## src/prat_pkg.sv

```systemverilog
// Shared types, constants and the arctangent step table for the point rotator.
// No dependencies; imported by every module of the block.
`default_nettype none

package prat_pkg;

  // Rotation axis code carried with each request
  typedef enum logic [1:0] {
    KIND_X    = 2'd0,
    KIND_Y    = 2'd1,
    KIND_Z    = 2'd2,
    KIND_NONE = 2'd3
  } kind_e;

  // Configuration register indexes
  typedef enum logic [2:0] {
    CFG_PIVOT_X = 3'd0,
    CFG_PIVOT_Y = 3'd1,
    CFG_PIVOT_Z = 3'd2,
    CFG_ANGLE_X = 3'd3,
    CFG_ANGLE_Y = 3'd4,
    CFG_ANGLE_Z = 3'd5
  } cfg_reg_e;

  localparam int unsigned CFG_IDX_W    = 3;
  localparam int unsigned ANGLE_W      = 16;
  // CORDIC datapath: 30 fraction bits plus headroom and sign
  localparam int unsigned CORDIC_W     = 34;
  localparam int unsigned ATAN_W       = 30;
  localparam int unsigned ATAN_ENTRIES = 24;
  // Sine and cosine in 16 fraction bits, room for one and its negation
  localparam int unsigned TRIG_W       = 18;
  localparam int unsigned TRIG_SHIFT   = 14;
  localparam int unsigned FRAC_W       = 16;

  localparam logic signed [CORDIC_W-1:0] CORDIC_GAIN = 34'sd652032874;
  localparam logic signed [CORDIC_W-1:0] TRIG_ROUND  = 34'sd8192;
  localparam logic signed [TRIG_W-1:0]   TRIG_ONE    = 18'sd65536;
  localparam logic [ANGLE_W-1:0]         HALF_TURN   = 16'h8000;

  // Control bits that ride along with the payload
  typedef struct packed {
    kind_e kind;
    logic  flip;
  } prat_ctrl_t;

  // Angle step of CORDIC stage idx, 2^32 units per turn
  function automatic logic [ATAN_W-1:0] atan_step(input int unsigned idx);
    logic [ATAN_W-1:0] val;
    case (idx)
      0:       val = 30'h20000000;
      1:       val = 30'h12E4051E;
      2:       val = 30'h09FB385B;
      3:       val = 30'h051111D4;
      4:       val = 30'h028B0D43;
      5:       val = 30'h0145D7E1;
      6:       val = 30'h00A2F61E;
      7:       val = 30'h00517C55;
      8:       val = 30'h0028BE53;
      9:       val = 30'h00145F2F;
      10:      val = 30'h000A2F98;
      11:      val = 30'h000517CC;
      12:      val = 30'h00028BE6;
      13:      val = 30'h000145F3;
      14:      val = 30'h0000A2FA;
      15:      val = 30'h0000517D;
      16:      val = 30'h000028BE;
      17:      val = 30'h0000145F;
      18:      val = 30'h00000A30;
      19:      val = 30'h00000518;
      20:      val = 30'h0000028C;
      21:      val = 30'h00000146;
      22:      val = 30'h000000A3;
      23:      val = 30'h00000051;
      default: val = '0;
    endcase
    return val;
  endfunction

endpackage

`default_nettype wire

```

## src/prat_front.sv

```systemverilog
// Front stage: picks the plane and angle for the axis, subtracts the pivot and
// reduces the angle to the right half turn. Depends on prat_pkg.
`default_nettype none

module prat_front #(
  parameter int unsigned COORD_WIDTH = 32
) (
  input  logic                                 clk_i,
  input  logic                                 rst_ni,
  input  logic                                 in_valid_i,
  output logic                                 in_stall_o,
  input  logic signed [COORD_WIDTH-1:0]        point_x_i,
  input  logic signed [COORD_WIDTH-1:0]        point_y_i,
  input  logic signed [COORD_WIDTH-1:0]        point_z_i,
  input  logic [1:0]                           kind_i,
  input  logic signed [COORD_WIDTH-1:0]        pivot_x_i,
  input  logic signed [COORD_WIDTH-1:0]        pivot_y_i,
  input  logic signed [COORD_WIDTH-1:0]        pivot_z_i,
  input  logic [prat_pkg::ANGLE_W-1:0]         angle_x_i,
  input  logic [prat_pkg::ANGLE_W-1:0]         angle_y_i,
  input  logic [prat_pkg::ANGLE_W-1:0]         angle_z_i,
  output logic                                 out_valid_o,
  input  logic                                 out_stall_i,
  output logic signed [COORD_WIDTH-1:0]        u_o,
  output logic signed [COORD_WIDTH-1:0]        v_o,
  output logic signed [COORD_WIDTH-1:0]        w_o,
  output logic signed [COORD_WIDTH-1:0]        piv1_o,
  output logic signed [COORD_WIDTH-1:0]        piv2_o,
  output logic signed [prat_pkg::CORDIC_W-1:0] z_o,
  output prat_pkg::prat_ctrl_t                 ctrl_o
);
  import prat_pkg::*;

  kind_e                   kind;
  logic signed [COORD_WIDTH-1:0] sel_u, sel_v, sel_w, sel_p1, sel_p2;
  logic [ANGLE_W-1:0]      angle, angle_red;
  logic [1:0]              quarter;
  logic                    flip;
  logic                    valid_q;
  logic signed [COORD_WIDTH-1:0] u_q, v_q, w_q, piv1_q, piv2_q;
  logic signed [CORDIC_W-1:0]    z_q;
  prat_ctrl_t              ctrl_q;

  assign kind = kind_e'(kind_i);

  // Select plane coordinates, pivots and angle for the axis
  always_comb begin
    unique case (kind)
      KIND_X: begin
        sel_u = point_y_i; sel_v = point_z_i; sel_w = point_x_i;
        sel_p1 = pivot_y_i; sel_p2 = pivot_z_i; angle = angle_x_i;
      end
      KIND_Y: begin
        sel_u = point_z_i; sel_v = point_x_i; sel_w = point_y_i;
        sel_p1 = pivot_z_i; sel_p2 = pivot_x_i; angle = angle_y_i;
      end
      KIND_Z: begin
        sel_u = point_x_i; sel_v = point_y_i; sel_w = point_z_i;
        sel_p1 = pivot_x_i; sel_p2 = pivot_y_i; angle = angle_z_i;
      end
      default: begin
        // unused axis: identity rotation about a zero pivot
        sel_u = point_x_i; sel_v = point_y_i; sel_w = point_z_i;
        sel_p1 = '0; sel_p2 = '0; angle = '0;
      end
    endcase
  end

  // Fold the second and third quarter turns by a half turn
  assign quarter   = angle[ANGLE_W-1 -: 2];
  assign flip      = (quarter == 2'd1) || (quarter == 2'd2);
  assign angle_red = flip ? angle - HALF_TURN : angle;

  assign in_stall_o = valid_q && out_stall_i;

  always_ff @(posedge clk_i or negedge rst_ni) begin
    if (!rst_ni) begin
      valid_q <= 1'b0;
    end else if (!in_stall_o) begin
      valid_q <= in_valid_i;
    end
  end

  // Hold payload while stalled
  always_ff @(posedge clk_i) begin
    if (!in_stall_o) begin
      u_q         <= sel_u - sel_p1;
      v_q         <= sel_v - sel_p2;
      w_q         <= sel_w;
      piv1_q      <= sel_p1;
      piv2_q      <= sel_p2;
      z_q         <= {{(CORDIC_W-ANGLE_W-FRAC_W){angle_red[ANGLE_W-1]}}, angle_red,
                      {FRAC_W{1'b0}}};
      ctrl_q.kind <= kind;
      ctrl_q.flip <= flip;
    end
  end

  assign out_valid_o = valid_q;
  assign u_o         = u_q;
  assign v_o         = v_q;
  assign w_o         = w_q;
  assign piv1_o      = piv1_q;
  assign piv2_o      = piv2_q;
  assign z_o         = z_q;
  assign ctrl_o      = ctrl_q;

endmodule

`default_nettype wire

```

## config.mk

```make
export PLATFORM = sky130hd
export DESIGN_NAME = prat_front
export DESIGN_NICKNAME = d
export VERILOG_FILES = /design/src/prat_pkg.sv /design/src/prat_front.sv
export SDC_FILE = /design/constraint.sdc
export NUM_CORES = 1
export LEC_CHECK = 0
export ABC_AREA = 1
export BUFFER_PORTS_ARGS = -buffer_cell sky130_fd_sc_hd__buf_4
export CAP_MARGIN = 20
export CORE_AREA = 2 2 171 173
export DETAILED_ROUTE_END_ITERATION = 10
export DIE_AREA = 0 0 173 175
export PLACE_DENSITY = 0.74
export SLEW_MARGIN = 40
export SYNTH_ARGS = -nofsm -noshare
export SYNTH_HDL_FRONTEND = slang
export SYNTH_SLANG_ARGS = --single-unit
```

## constraint.sdc

```tcl
create_clock -name clk_i -period 12.4 [get_ports clk_i]
set_clock_uncertainty 0.2 [all_clocks]
set_input_delay 1.24 -clock clk_i [delete_from_list [all_inputs] [get_ports clk_i]]
set_output_delay 1.24 -clock clk_i [all_outputs]
set_load 0.05 [all_outputs]
```

# Word-level counts from Yosys, hierarchy flattened
# Index checks and enable logic that the tools add are counted.
# classes
n_eq_ne,4
muxes,7
reduce_logical,3
n_div,0
n_bitwise,0
mul,0
n_shift,0
order_cmp,0
n_addsub,3
# op_table
operator,count
$pmux 32 s2,3
$pmux 32 s3,2
$sub 32x32->32,2
$pmux 16 s3,1
$mux 16,1
$sub 16x16->16 const B,1
$eq 2x1->1 const B,2
$eq 2x2->1 const B,2
$logic_not 2->1,1
$logic_and 1x1->1,1
$logic_or 1x1->1,1
# word_totals
romBits,0
latchBits,0
mem_count,0
output_inout_bits,199
mem_bits_rw,0
in_bits,246
elab_cells,26
regBits,180

# Depth between registers and ports, before layout
# logic_depth
depth_word,5
mapped_depth,19
ltp_nobuf,17

# Worst setup path after synthesis
# OpenSTA, ideal clock, no wires.
# synth_timing
kind,input -> output
startpoint,input out_stall_i
endpoint,output in_stall_o
slack_ns,4.515
required_time_ns,10.960
t_arrival_ns,6.445
cell_stages,2
path_buffers,0
path_cell_list,nand2_1 inv_1
# synth_between
elab_chain_cells,1
# synth_lines
element,line_no,source
"start, declared",prat_front.sv:23,"input logic out_stall_i,"
$logic_and 1x1->1,prat_front.sv:74,assign in_stall_o = valid_q && out_stall_i;
"end, declared",prat_front.sv:11,"output logic in_stall_o,"
# No other way between the ends.

# Worst setup path in the final report
# layout_timing
startpoint,input kind_i[1]
endpoint,register u_q[22] (netlist: u_o[22]) (data pin)
# layout_between
elab_chain_cells,3
elab_cells_between_ends,6
cone_classes,add/sub: 1; eq/ne: 2; mux: 2; reduce/logical: 1
# layout_lines
element,line_no,source
"start, declared",prat_front.sv:15,"input logic [1:0] kind_i,"
$eq 2x2->1 (tied with other cells),prat_front.sv:48,unique case (kind)
$pmux 32 s3 (*),prat_front.sv:48,
named net sel_p1[5],prat_front.sv:35,"logic signed [COORD_WIDTH-1:0] sel_u, sel_v, sel_w, sel_p1, sel_p2;"
$sub 32x32->32 (*),prat_front.sv:87,u_q <= sel_u - sel_p1;
"end signal, assigned",prat_front.sv:87,
"end, declared",prat_front.sv:40,"logic signed [COORD_WIDTH-1:0] u_q, v_q, w_q, piv1_q, piv2_q;"
# The timed path passes the listed nets; every way through them passes the cells marked *.
# A chain may end at the register's enable or synchronous reset.

==> metrics.yaml <==
synthCells: 1890
power_density_mw_per_mm2: 146
top_layer_used: "met5"
finalWorstSetupSlack_ps: 7320
clock-sinks: 179
rrSetupSlack_ps: 9580
netlist_area_mm2: 0.0135
tns_ps: 0
ys_ff_latch: 179
cts_tree: "yes"
sw_frac_of_total_pct: 45.0
setup-violations-final: 0
grt_util_all_layers_pct: 34.8
timing.rr.start: "out_valid_o"
drt_iter0_markers: 1703
cts-resized-gates: 0
path_max_fanout: 57
fillers: 2627
postCtsHoldBufs: 0
end_kind: "register"
synth_cell_types: 35
min_path_type: "input port to async pin"
path_clk_slew_ps: 70
antenna_found_initial: 2
reg2reg_to: "u_o[16]"
io_buffers: 428
path_class: "input port to register"
ioPinCount: 445
ant_nets: 0
hold_slack_ps: 357
chipWidth_um: 173
max_freq_ghz: 0.197
relSlewSlack_pct: 47.7
die_h_um: 175
min_period_over_period_pct: 41.0
wirelength_um: 53700
pwr-share-clk_pct: 21.4
place_hpwl_um: 43300
grt_max_degree: 76
startpoint: "kind_i[1]"
num_vias: 14443
crit_path_start_kind: "input port"
seq_area_frac_synth_pct: 39.7
post-place-ws_ps: 6970
insertion_delay_ps: 450
routed_via_density: 5.38
design.die.area_mm2: 0.0303
drc: 0
grt_pass1_vias: 13478
wl_met1_um: 22300
final_common_cell: "nand2_1"
route.met2.wl_um: 23700
tightest_slew_ps: 784
power_frac_seq_pct: 32.6
synth_area_per_cell_um2: 7.15
cts_made_buffers: 17
dr.pass1.iters: 8
critPathArrivalTime_ps: 5080
met3_length_um: 6220
final_cell_mix: "nand2_1, buf_4, inv_1, edfxtp_1, a21oi_1"
syn2layout_area_growth_pct: 29.6
status: "finished, final reports clean"
final.min_clock_period_ps: 5080
combinationalPowerShare_pct: 45.9
ys.warnings.count: 0
clock_path_buffers: 2
drive_above_1_share_pct: 21.0
slew_viol_final: 0
wl_per_cell_um: 20.0
cts_root_buf: "clkbuf_16"
grt_pass1_wl_um: 79400
drv_cap: 0
post-cts-setup-buffers: 0
vdd_drop_max_v: 0.0000890
power.switching_mw: 1.15
crit_required_ps: 12400
reg2reg_depth: 3
start_util_pct: 47.6
rsz0062_at_grt: "false"
power.internal_mw: 1.41
place_congestion: 0.997
grt.overflow.total: 0
hold_viol: 0
rows: 62
p_leak_nw: 9.44
htreeDepth: 4
cp-endpoint: "u_o[22]"
utilization_pct: 61.7
coreArea_mm2: 0.0284
final_nets: 2597
## power groups by stage
stage          Combinational [mW]  Sequential (mW)  Clock, mW
3_5_place_dp                 1.16            0.845          0
4_1_cts                      1.16            0.835      0.549
6_report                     1.17            0.835      0.548
5_1_grt                      1.25            0.843      0.569
2_1_floorplan               0.428             1.19          0
3_3_place_gp                 1.15            0.846          0
## stage by stage
step | power, mW | area, um2 | std cells
after floorplan | 1.61 | 13600 | 1905
after global placement | 2.00 | 16900 | 2651
after detailed placement | 2.00 | 16900 | 2652
after CTS | 2.55 | 17500 | 2684
after global routing | 2.67 | 17500 | 2684
final | 2.56 | 17500 | 2685
## worst min-delay path by stage
stage	cells after the start	from	slack, ps	to
CTS	1	rst_ni	340	out_valid_o
finish	1	rst_ni	360	out_valid_o
global route	1	rst_ni	340	out_valid_o
floorplan	0	rst_ni	740	out_valid_o
detailed placement	1	rst_ni	820	out_valid_o
global placement	1	rst_ni	820	out_valid_o
## Yosys cell counts
library cell    n  area, um2
o211ai_1       11       82.6
o21a_1          2       15.0
nand2_1       640       2400
nor3_1          4       20.0
o21ai_0        29        145
a21oi_1       133        666
a221oi_2        2       30.0
fa_1            2       40.0
dfrtp_1         1       25.0
o21ai_1        25        125
nand4_1        10       62.6
o21bai_1        9       67.6
inv_2           6       22.5
nand3_1        73        365
nor2_2          1       6.26
ha_1           62        776
buf_6           4       45.0
buf_1           1       3.75
a21o_1          8       60.1
nor2_1         95        357
o221ai_1       23        201
a22oi_1         8       60.1
xnor2_1         6       52.6
inv_1         392       1470
buf_2          23        115
xor2_1         27        236
conb_1          1       3.75
or2_2           2       12.5
buf_4          28        210
edfxtp_1      178       5350
a221oi_1        1       8.76
nor2_4          2       22.5
o22ai_1        60        375
clkbuf_1       19       71.3
and2_1          2       12.5
## cell type report
class,count,area (um2),area share (%)
Tap cell,384,480,2.74
Clock buffer,17,425,2.43
Timing Repair Buffer,438,3320,18.9
Sequential cell,179,5370,30.7
Clock inverter,15,139,0.793
Multi-Input combinational cell,1253,6280,35.9
Antenna cell,1,2.50,0.0143
Inverter,398,1500,8.54
## worst max-delay path, stage by stage
cell and delay [ps]:
buf_4 270, inv_2 230, nor2_4 540, buf_4 610, inv_1 250, o21ai_0 270, a21o_1 200, inv_1 60
ha_1 350, nand2_1 110, nor2_1 170, nand2_1 70, nand3_1 120, nand2_1 70, nand2_1 190, nand2_1 110
nand3_1 80, nand2_1 50
## kinds of logic after synthesis
kind of cell | after synthesis | synth area share (%)
compound gates | 311 | 13.6
other cells | 1 | 0.0277
flops | 179 | 39.7
buf+inv | 473 | 14.3
fa+ha+maj | 64 | 6.04
xor+xnor | 33 | 2.14
simple gates | 829 | 24.1
## flip-flops by register name (all words and copies together) (netlist names)
register	cells
out_valid_o	1
v_o	32
ctrl_o	3
w_o	32
piv1_o	32
piv2_o	32
u_o	32
z_o	15
## layer usage
layer / GRT usage (%) / up-vias
li1: - / 6808
met1: 48.2 / 6658
met2: 53.8 / 876
met3: 8.40 / 99
met4: 11.2 / 2
met5: 0 / -
(Power assumes the default switching activity.)
